--- src/rtl/u16u8_pkg.sv ---
// shared types and constants for the utf-16 to utf-8 encoder
// no dependencies
package u16u8_pkg;

  // result status codes
  localparam logic [1:0] ST_OK         = 2'd0;
  localparam logic [1:0] ST_MALFORMED  = 2'd1;
  localparam logic [1:0] ST_INCOMPLETE = 2'd2;

  localparam int unsigned MAX_RES = 4;
  localparam int unsigned IDX_W   = $clog2(MAX_RES);
  localparam int unsigned CNT_W   = $clog2(MAX_RES + 1);

  // code unit range limits
  localparam logic [15:0] ASCII_MAX = 16'h007F;
  localparam logic [15:0] TWO_MAX   = 16'h07FF;
  localparam logic [15:0] SURR_LO   = 16'hD800;
  localparam logic [15:0] LOW_LO    = 16'hDC00;
  localparam logic [15:0] SURR_HI   = 16'hDFFF;

  // utf-8 lead and continuation markers
  localparam logic [7:0] LEAD2 = 8'hC0;
  localparam logic [7:0] LEAD3 = 8'hE0;
  localparam logic [7:0] LEAD4 = 8'hF0;
  localparam logic [7:0] CONT  = 8'h80;

  localparam logic [20:0] SUPP_BASE = 21'h010000;

  // all results caused by one accepted unit
  typedef struct packed {
    logic [CNT_W-1:0]          cnt;
    logic [MAX_RES-1:0][7:0]   bytes;
    logic [MAX_RES-1:0][1:0]   stat;
  } desc_t;

endpackage

--- src/rtl/u16u8_front.sv ---
// front end: classifies each code unit, tracks the held high surrogate
// and builds the descriptor of its results; depends on u16u8_pkg
module u16u8_front (
  input  logic               clk,
  input  logic               rst_n,
  input  logic               accept,
  input  logic [15:0]        code_unit,
  input  logic               end_of_input,
  output logic               push,
  output u16u8_pkg::desc_t   desc
);
  import u16u8_pkg::*;

  logic        high_pending_r, high_pending_nxt;
  logic [9:0]  high_bits_r, high_bits_nxt;
  logic        is_high, is_low;
  logic [20:0] cp;
  logic [CNT_W-1:0] n;

  assign is_high = (code_unit >= SURR_LO) && (code_unit < LOW_LO);
  assign is_low  = (code_unit >= LOW_LO) && (code_unit <= SURR_HI);
  assign cp      = SUPP_BASE + {1'b0, high_bits_r, code_unit[9:0]};

  always_comb begin
    n                = '0;
    desc             = '0;
    high_pending_nxt = high_pending_r;
    high_bits_nxt    = high_bits_r;
    if (high_pending_r && is_low) begin
      desc.bytes[0] = LEAD4 | {5'd0, cp[20:18]};
      desc.bytes[1] = CONT | {2'd0, cp[17:12]};
      desc.bytes[2] = CONT | {2'd0, cp[11:6]};
      desc.bytes[3] = CONT | {2'd0, cp[5:0]};
      desc.stat     = {MAX_RES{ST_OK}};
      n             = CNT_W'(4);
      high_pending_nxt = 1'b0;
      high_bits_nxt    = '0;
    end else begin
      if (high_pending_r) begin
        desc.stat[n[IDX_W-1:0]] = ST_MALFORMED;
        n = n + CNT_W'(1);
        high_pending_nxt = 1'b0;
        high_bits_nxt    = '0;
      end
      priority if (code_unit <= ASCII_MAX) begin
        desc.bytes[n[IDX_W-1:0]] = code_unit[7:0];
        n = n + CNT_W'(1);
      end else if (code_unit <= TWO_MAX) begin
        desc.bytes[n[IDX_W-1:0]] = LEAD2 | {3'd0, code_unit[10:6]};
        n = n + CNT_W'(1);
        desc.bytes[n[IDX_W-1:0]] = CONT | {2'd0, code_unit[5:0]};
        n = n + CNT_W'(1);
      end else if (is_high) begin
        high_pending_nxt = 1'b1;
        high_bits_nxt    = code_unit[9:0];
      end else if (is_low) begin
        desc.stat[n[IDX_W-1:0]] = ST_MALFORMED;
        n = n + CNT_W'(1);
      end else begin
        desc.bytes[n[IDX_W-1:0]] = LEAD3 | {4'd0, code_unit[15:12]};
        n = n + CNT_W'(1);
        desc.bytes[n[IDX_W-1:0]] = CONT | {2'd0, code_unit[11:6]};
        n = n + CNT_W'(1);
        desc.bytes[n[IDX_W-1:0]] = CONT | {2'd0, code_unit[5:0]};
        n = n + CNT_W'(1);
      end
    end
    // high surrogate left dangling at end of message
    if (end_of_input && high_pending_nxt) begin
      desc.stat[n[IDX_W-1:0]] = ST_INCOMPLETE;
      n = n + CNT_W'(1);
      high_pending_nxt = 1'b0;
      high_bits_nxt    = '0;
    end
    desc.cnt = n;
  end

  assign push = accept && (n != '0);

  always_ff @(posedge clk) begin
    if (!rst_n) begin
      high_pending_r <= 1'b0;
      high_bits_r    <= '0;
    end else if (accept) begin
      high_pending_r <= high_pending_nxt;
      high_bits_r    <= high_bits_nxt;
    end
  end

endmodule

--- src/rtl/u16u8_fifo.sv ---
// two-entry descriptor queue between front and back end
// depends on u16u8_pkg
module u16u8_fifo (
  input  logic               clk,
  input  logic               rst_n,
  input  logic               push,
  input  u16u8_pkg::desc_t   wr_desc,
  input  logic               pop,
  output u16u8_pkg::desc_t   rd_desc,
  output logic               not_empty,
  output logic               full
);
  import u16u8_pkg::*;

  desc_t      mem [2];
  logic       wr_ptr_r, rd_ptr_r;
  logic [1:0] count_r;

  assign rd_desc   = mem[rd_ptr_r];
  assign not_empty = (count_r != 2'd0);
  assign full      = (count_r == 2'd2);

  always_ff @(posedge clk) begin
    if (push) begin
      mem[wr_ptr_r] <= wr_desc;
    end
  end

  always_ff @(posedge clk) begin
    if (!rst_n) begin
      wr_ptr_r <= 1'b0;
      rd_ptr_r <= 1'b0;
      count_r  <= 2'd0;
    end else begin
      if (push) wr_ptr_r <= ~wr_ptr_r;
      if (pop)  rd_ptr_r <= ~rd_ptr_r;
      unique case ({push, pop})
        2'b10:   count_r <= count_r + 2'd1;
        2'b01:   count_r <= count_r - 2'd1;
        default: count_r <= count_r;
      endcase
    end
  end

endmodule

--- src/rtl/u16u8_back.sv ---
// back end: walks each descriptor one result per beat into the output register
// depends on u16u8_pkg
module u16u8_back (
  input  logic               clk,
  input  logic               rst_n,
  input  u16u8_pkg::desc_t   head,
  input  logic               head_valid,
  output logic               pop,
  output logic               out_valid,
  input  logic               out_ready,
  output logic [7:0]         out_byte,
  output logic [1:0]         out_status,
  output logic               out_last_of_run
);
  import u16u8_pkg::*;

  logic             out_valid_r;
  logic [7:0]       byte_r;
  logic [1:0]       status_r;
  logic             last_r;
  logic [IDX_W-1:0] idx_r;
  logic             load, take, is_last;

  assign load    = !out_valid_r || out_ready;
  assign take    = load && head_valid;
  assign is_last = ({1'b0, idx_r} == (head.cnt - CNT_W'(1)));
  assign pop     = take && is_last;

  assign out_valid       = out_valid_r;
  assign out_byte        = byte_r;
  assign out_status      = status_r;
  assign out_last_of_run = last_r;

  always_ff @(posedge clk) begin
    if (!rst_n) begin
      out_valid_r <= 1'b0;
      idx_r       <= '0;
    end else begin
      if (load) out_valid_r <= head_valid;
      if (take) idx_r <= is_last ? '0 : idx_r + IDX_W'(1);
    end
  end

  always_ff @(posedge clk) begin
    if (take) begin
      byte_r   <= head.bytes[idx_r];
      status_r <= head.stat[idx_r];
      last_r   <= is_last;
    end
  end

endmodule

--- src/rtl/utf16_to_utf8_encoder.sv ---
// utf-16 to utf-8 encoder top level; uses u16u8_pkg, u16u8_front, u16u8_fifo, u16u8_back
// a unit's first result beat passes the descriptor queue, then the output register
// throughput: one unit per cycle while each gives one beat and out_ready is high; the
//   output port moves one beat per cycle while out_ready is high, one beat per result of
//   a unit, and in_ready drops only while the two-entry descriptor queue is full
// reset: synchronous active-low rst_n clears the held surrogate, queue and output valid
module utf16_to_utf8_encoder (
  input  logic        clk,
  input  logic        rst_n,
  input  logic        in_valid,
  output logic        in_ready,
  input  logic [15:0] in_code_unit,
  input  logic        in_end_of_input,
  output logic        out_valid,
  input  logic        out_ready,
  output logic [7:0]  out_byte,
  output logic [1:0]  out_status,
  output logic        out_last_of_run
);
  import u16u8_pkg::*;

  desc_t front_desc, head_desc;
  logic  accept, push, pop, head_valid, q_full;

  // the front takes a unit whenever the queue has room, even while the
  // output register is stalled
  assign in_ready = !q_full;
  assign accept   = in_valid && in_ready;

  // classify the unit and expand it into a result descriptor
  u16u8_front u_front (
    .clk          (clk),
    .rst_n        (rst_n),
    .accept       (accept),
    .code_unit    (in_code_unit),
    .end_of_input (in_end_of_input),
    .push         (push),
    .desc         (front_desc)
  );

  // units that give no result (held high surrogate) never enter the queue
  u16u8_fifo u_fifo (
    .clk       (clk),
    .rst_n     (rst_n),
    .push      (push),
    .wr_desc   (front_desc),
    .pop       (pop),
    .rd_desc   (head_desc),
    .not_empty (head_valid),
    .full      (q_full)
  );

  // serialize each descriptor, one beat per cycle while out_ready is high
  u16u8_back u_back (
    .clk             (clk),
    .rst_n           (rst_n),
    .head            (head_desc),
    .head_valid      (head_valid),
    .pop             (pop),
    .out_valid       (out_valid),
    .out_ready       (out_ready),
    .out_byte        (out_byte),
    .out_status      (out_status),
    .out_last_of_run (out_last_of_run)
  );

endmodule
--- config.mk ---
export PLATFORM = sky130hd
export DESIGN_NAME = utf16_to_utf8_encoder
export DESIGN_NICKNAME = d
export VERILOG_FILES = /design/src/rtl/u16u8_pkg.sv /design/src/rtl/u16u8_front.sv /design/src/rtl/u16u8_fifo.sv /design/src/rtl/u16u8_back.sv /design/src/rtl/utf16_to_utf8_encoder.sv
export SDC_FILE = /design/constraint.sdc
export NUM_CORES = 1
export LEC_CHECK = 0
export ABC_CLOCK_PERIOD_IN_PS = 9000
export BUFFER_PORTS_ARGS = -buffer_cell sky130_fd_sc_hd__buf_2
export CAP_MARGIN = 20
export CORE_MARGIN = 5
export CORE_UTILIZATION = 65
export DETAILED_ROUTE_END_ITERATION = 10
export PLACE_DENSITY_LB_ADDON = 0.15
export SYNTH_ARGS = -nofsm -noshare
export SYNTH_HDL_FRONTEND = slang
export SYNTH_SLANG_ARGS = --single-unit
--- constraint.sdc ---
create_clock -name clk -period 9 [get_ports clk]
set_input_delay 0.9 -clock clk [delete_from_list [all_inputs] [get_ports clk]]
set_output_delay 0.9 -clock clk [all_outputs]
set_load 0.02 [all_outputs]
# Word-level counts from Yosys, hierarchy flattened
# Memory sizes are Yosys's and may differ from the RTL's. A register that Yosys moved wholly into a read port is not among the register bits.
# Index checks and enable logic that the tools add are counted.
# word_totals
register_bits	29
mem_bits_rw	86
inputBits	21
output_inout_bits	13
word_cells	121
memories	1
# op_classes
n_addsub	9
magnitude_cmp	15
n_eq_ne	4
n_mux	53
bitwise	11
reduce_logical	18
# mem_list
name	depth	width	rd	rd_ports_with_merged_regs	wr	line_no	source
u_fifo.mem	2	43	1	1	1	u16u8_fifo.sv:15	desc_t mem [2];
# op_table
cell	count
32-bit AND	3
32-bit bitwise mux	3
32-bit two-way mux	3
40-bit two-way mux	2
8-bit two-way mux	8
10-bit two-way mux	6
8-bit demux with 2-bit select	3
16-bit >= comparator (second input constant)	2
17-bit by 20-bit adder with 21-bit output (first input constant)	1
3-bit two-way mux	7
8-bit binary-select mux with 2-bit select	1
16-bit by 11-bit <= comparator with 1-bit output (second input constant)	1
16-bit <= comparator (second input constant)	1
16-bit by 7-bit <= comparator with 1-bit output (second input constant)	1
16-bit less-than comparator (second input constant)	1
2-bit by 3-bit less-than comparator with 1-bit output (second input constant)	5
3-bit by 1-bit adder with 3-bit output (second input constant)	4
1-bit logical AND	12
1-bit two-way mux	11
2-bit two-way mux	5
2-bit demux with 2-bit select	2
2-bit by 1-bit >= comparator with 1-bit output (second input constant)	4
4-bit NOT	2
2-bit by 1-bit adder with 2-bit output (second input constant)	2
16 further kinds	20

# Logic depth before layout (Yosys ltp)
# depth
depth_word	19
ltp_mapped	17

# Cells and area by module
# From an unflattened synthesis, not the netlist that was laid out.
# hier_totals
cells_unflattened	407
area_unflattened_um2	5591.6
# modules_own_cells
mod	n_inst	cells_per_inst	area_per_inst_um2	seq_area_each_um2
u16u8_fifo	1	156	3310.7	2682.6
u16u8_front	1	204	1473.9	220.2
u16u8_back	1	45	797.0	390.4
utf16_to_utf8_encoder	1	2	10.0	0.0

# Least setup slack after synthesis
# Ideal clock, no wire load.
# synth_timing
path_type	input to register
from	input in_code_unit[11]
to	memory u_fifo.mem[0][0] in the netlist's numbering (enable)
setup_ns	0.435
t_arrival_ns	4.897
slack_ns	3.668
cell_stages	12
path_cell_list	nand4_1 nor2_1 nand2_1 ha_1 a2111oi_2 inv_1 ha_1 inv_1 a41o_1 a31oi_1 o311ai_4 nor2_1
# synth_via
elab_chain_cells	13
elab_cells_between_ends	25
cone_classes	add/sub (1); order compare (6); mux (12); reduce/logical (6)
# synth_lines
element	line_no	source
start, declared	utf16_to_utf8_encoder.sv:12	input logic [15:0] in_code_unit,
16-bit >= comparator or 16-bit <= comparator (tied branches)	u16u8_front.sv:21	assign is_low = (code_unit >= LOW_LO) && (code_unit <= SURR_HI);
1-bit logical AND	u16u8_front.sv:21	
3-bit two-way mux	u16u8_front.sv:56	end else if (is_low) begin
3-bit two-way mux	u16u8_front.sv:53	end else if (is_high) begin
3-bit two-way mux	u16u8_front.sv:48	end else if (code_unit <= TWO_MAX) begin
3-bit two-way mux	u16u8_front.sv:45	priority if (code_unit <= ASCII_MAX) begin
3-bit two-way mux	u16u8_front.sv:29	if (high_pending_r && is_low) begin
3-bit by 1-bit adder with 3-bit output	u16u8_front.sv:71	n = n + CNT_W'(1);
3-bit two-way mux (*)	u16u8_front.sv:69	if (end_of_input && high_pending_nxt) begin
3-bit nonzero test (*)	u16u8_front.sv:78	assign push = accept && (n != '0);
1-bit logical AND (*)	u16u8_front.sv:78	
1-bit two-way mux (*)	u16u8_fifo.sv:24	if (push) begin
1-bit two-way mux (not written as such) (*)	u16u8_fifo.sv:25	mem[wr_ptr_r] <= wr_desc;
end, declared	u16u8_fifo.sv:15	
# Every way passes the cells marked *; elsewhere a longest branch is shown, timed or not.

# Final worst setup path
# layout_timing
from	register u_front.high_pending_r
to	register u_fifo.count_r[1]
# layout_via
elab_chain_cells	16
elab_cells_between_ends	21
cone_classes	add/sub (4); eq/ne (2); mux (10); reduce/logical (5)
# layout_lines
element	line_no	source
start, declared	u16u8_front.sv:14	logic high_pending_r, high_pending_nxt;
start signal, assigned	u16u8_front.sv:85	high_pending_r <= high_pending_nxt;
1-bit two-way mux	u16u8_front.sv:39	if (high_pending_r) begin
3-bit two-way mux	u16u8_front.sv:29	
3-bit by 1-bit adder with 3-bit output	n/a	
3-bit by 1-bit adder with 3-bit output	u16u8_front.sv:52, u16u8_front.sv:63	
3-bit by 1-bit adder with 3-bit output	u16u8_front.sv:65	n = n + CNT_W'(1);
3-bit two-way mux	u16u8_front.sv:56	
3-bit two-way mux	u16u8_front.sv:53	
3-bit two-way mux	u16u8_front.sv:48	
3-bit two-way mux	u16u8_front.sv:45	
3-bit two-way mux	u16u8_front.sv:29	
3-bit by 1-bit adder with 3-bit output	u16u8_front.sv:71	
3-bit two-way mux (*)	u16u8_front.sv:69	
3-bit nonzero test (*)	u16u8_front.sv:78	
1-bit logical AND (*)	u16u8_front.sv:78	
2-bit by 1-bit == test with 1-bit output or 2-bit == test (tied branches)	u16u8_fifo.sv:37	unique case ({push, pop})
2-bit case mux with 2 select lines or 2-bit nonzero test (tied branches)	n/a	
end signal, assigned	u16u8_fifo.sv:38	2'b10: count_r <= count_r + 2'd1;
end signal, assigned	u16u8_fifo.sv:39	2'b01: count_r <= count_r - 2'd1;
end signal, assigned	u16u8_fifo.sv:40	default: count_r <= count_r;
end, declared	u16u8_fifo.sv:17	logic [1:0] count_r;
# Every way passes the cells marked *; elsewhere a longest branch is shown, timed or not. The select of a mux whose other input is x is not followed.
# A chain may end at the register's enable or synchronous reset.

==> impl_metrics.toml <==
[power_and_ir_drop]
p_clk_share_pct = 26.3
power-per-cell-area_nw_per_um2 = 199
p_seq_share_pct = 56.5
power.leakage_nw = 1.91
comb_power_share_pct = 17.1
p_switching_mw = 0.294
vdd_drop_max_mv = 0.0890
p_int_mw = 0.822
p_sw_share_pct = 26.3

[critical_path]
reg2reg_depth = 12
path_max_fanout = 21
r2r-end = "u_fifo.count_r[1]"
critPathKind = "flip-flop to flip-flop"
startpoint_type = "flip-flop"
end_kind = "flip-flop"
worstPathArrival_ns = 4.86
r2r_start = "u_front.high_pending_r"
rrSetupSlack_ns = 4.43
worstPathRequired_ns = 9.28

[synthesis]
async_flop_share_pct = 0
ys_types = 54
yosys_warnings = 0
ys.flop_type = "edfxtp_1"
synthTopCellsByCount = "edfxtp_1 (89), nor2_1 (21), dfxtp_1 (19), nand2_1 (19), mux4_2 (18)"
synth.most_common_cell = "edfxtp_1"
synth_area_leaders = "edfxtp_1 (52%), mux4_2 (7.9%), dfxtp_1 (7.4%), ha_1 (2.7%), nor2b_1 (2.1%)"
synth-edff-count = 89
ys_seq_elements = 108
synth_top_area_share_pct = 52.0
synth_top_area_cell = "edfxtp_1"
syn_area_per_cell_um2 = 13.7
syn-cell-area_um2 = 5140
yosysSeqAreaShare_pct = 59.4
synthCells = 375

[layout]
syn_to_final_growth_pct = 9.00
diodes = 0
stdcell_count = 509
final_nets = 434
post_route_cells_drive_above_1_share_pct = 23.8

[global_route]
grt_first_pass_wirelength_um = 16000
grt_pass1_vias = 3066
antenna_found_initial = 0
grt_start_max_net_pins = 40
overflow = 0
grt_use_total_pct = 21.1

[outcome]
status = "completed"

[die]
start_util_pct = 66.5
core_um2 = 7730
io_pins = 34
fp.dieH_um = 98.9
dieArea_um2 = 9790
rows = 32
dieWidth_um = 98.9

[routing]
drt_iter0_drc = 232
wire_per_inst_um = 19.3
vias_per_cell = 6.22
first_pass_iters = 5
ant_nets = 0
wirelength_um = 9800
vias = 3167
drcViolationCount = 0

[placed_design]
io_buffers = 33
dp_hpwl_um = 6820
placed_cells = 491
place.gp.congestion = 0.916

[clock_tree]
clockRootBuffer = "clkbuf_8"
cts_buffers = 9
cts_tree = "done"
hold_buffers = 0
numClockSinks = 108
clkTransAtPathRegs_ns = 0.09
cts_setup_buffers = 0
clk_latency_ns = 0.35
clk_path_buf_depth = 2
post_cts_resized = 0
cts_max_level = 3

[sta]
setup_viol_count_final = 0
drv_slew = 0
final.setup.tns_ns = 0
grt_setup_unrepaired = "false"
period_needed_ns = 4.57
hold_violations = 0
period_share_pct = 50.8
fin_worst_skew_ns = 0.0107
max_freq_mhz = 219
worst_slew_pin_slew_ns = 1.06
relSlewSlack_pct = 29.4

[hold_path]
worstHoldPathCells = 2
min-delay-start = "u_fifo.wr_ptr_r"
min_to = "u_fifo.wr_ptr_r"
holdCritPathClass = "flip-flop to flip-flop"

[flow_run]
maxCapViolCount = 0
cell usage in the layout, fill, tap and decap left out, types with 3 or more instances in the layout:
| cell type | instances |
|---|---|
| mux2i_1 | 5 |
| a32o_1 | 4 |
| nand2_1 | 19 |
| or3_1 | 3 |
| mux4_2 | 18 |
| a31oi_1 | 4 |
| nor2b_1 | 17 |
| ha_1 | 11 |
| xor2_1 | 3 |
| a22o_1 | 5 |
| inv_1 | 8 |
| edfxtp_1 | 89 |
| xnor2_1 | 6 |
| nor4_2 | 3 |
| dfxtp_1 | 19 |
| nor2_1 | 19 |
| o21ai_1 | 4 |
| clkbuf_8 | 9 |
| a32oi_1 | 3 |
| buf_2 | 33 |
| nand3_1 | 8 |
| a21o_1 | 4 |
| mux2_2 | 9 |
| nor3_1 | 3 |
| a21oi_1 | 16 |
| o21ai_0 | 14 |
| and2_1 | 11 |
| clkinv_4 | 3 |
| buf_4 | 4 |
| a22oi_1 | 11 |
sequential cells by signal (all words and copies together), names as in the netlist, named ones only:
name and flops:
u_back.out_last_of_run 1, u_front.high_bits_r 10, u_front.high_pending_r 1, u_back.out_valid 1, u_fifo.wr_ptr_r 1, u_back.idx_r 2, u_fifo.count_r 2, u_back.out_byte 8
u_fifo.mem 78, u_back.out_status 2, u_fifo.rd_ptr_r 1
how the worst max path moves through the flow:
stage	startpoint	endpoint	slack, ns	cells past startpoint
after detailed placement	in_code_unit[14]	u_fifo.mem[0][29]	3.93	12
after global placement	in_code_unit[14]	u_fifo.mem[0][29]	4.10	12
after floorplan	in_code_unit[11]	u_fifo.mem[0][0]	3.67	12
after global routing	u_front.high_pending_r	u_fifo.count_r[1]	4.14	12
after CTS	u_front.high_pending_r	u_fifo.mem[0][11]	4.13	10
final	u_front.high_pending_r	u_fifo.count_r[1]	4.43	12
routing by layer:
layer	vias up	share of wire (%)	GRT usage [%]
met5	-	0	0
met4	0	1.1	5.04
met3	9	7.0	3.61
met2	128	47	32.6
met1	1536	45	31.5
li1	1494	-	-
through the flow:
stage               instance area, um^2  hold slack [ns]  setup WS (ns)  power (mW)  utilization (%)
floorplan                          5150            0.451           3.67       0.773                -
global placement                   5360            0.502           4.10       0.825             69.3
detailed placement                 5360            0.510           3.93       0.833             69.3
CTS                                5570            0.540           4.13        1.12             72.0
global route                       5610            0.570           4.14        1.17             72.5
finish                             5610            0.536           4.43        1.12             72.5
final cells by class:
type | count | area (um^2)
repair buffers | 39 | 235
clock inverters | 7 | 82.6
multi-input cells | 236 | 1950
well taps | 102 | 128
flip-flops and latches | 108 | 3050
inverters | 8 | 30.0
fillers | 493 | 2120
clock buffers | 9 | 124
kinds of logic after synthesis:
group	share of synthesized area, %
other cells	0.0729
mux	10.8
fa+ha+maj	2.68
buf+inv	3.02
xor+xnor	1.53
flops	59.4
compound gates	11.8
simple gates	10.7
critical path, stage by stage, from the launching register on:
cell       delay [ns]
dfxtp_1          0.88
inv_1            0.45
ha_1             0.41
a2111oi_2        0.66
inv_1            0.19
ha_1             0.35
inv_1            0.04
a41o_1           0.22
a31oi_1          0.25
o311ai_4         0.17
ha_1             0.37
or3_1            0.37
a21boi_0         0.15
power by group through the flow:
stage | sequential, mW | clock, mW | combinational, mW
3_3_place_gp | 0.641 | 0 | 0.184
4_1_cts | 0.633 | 0.301 | 0.188
3_5_place_dp | 0.645 | 0 | 0.188
2_1_floorplan | 0.648 | 0 | 0.125
6_report | 0.631 | 0.294 | 0.191
5_1_grt | 0.636 | 0.322 | 0.208
(Power assumes the default switching activity.)
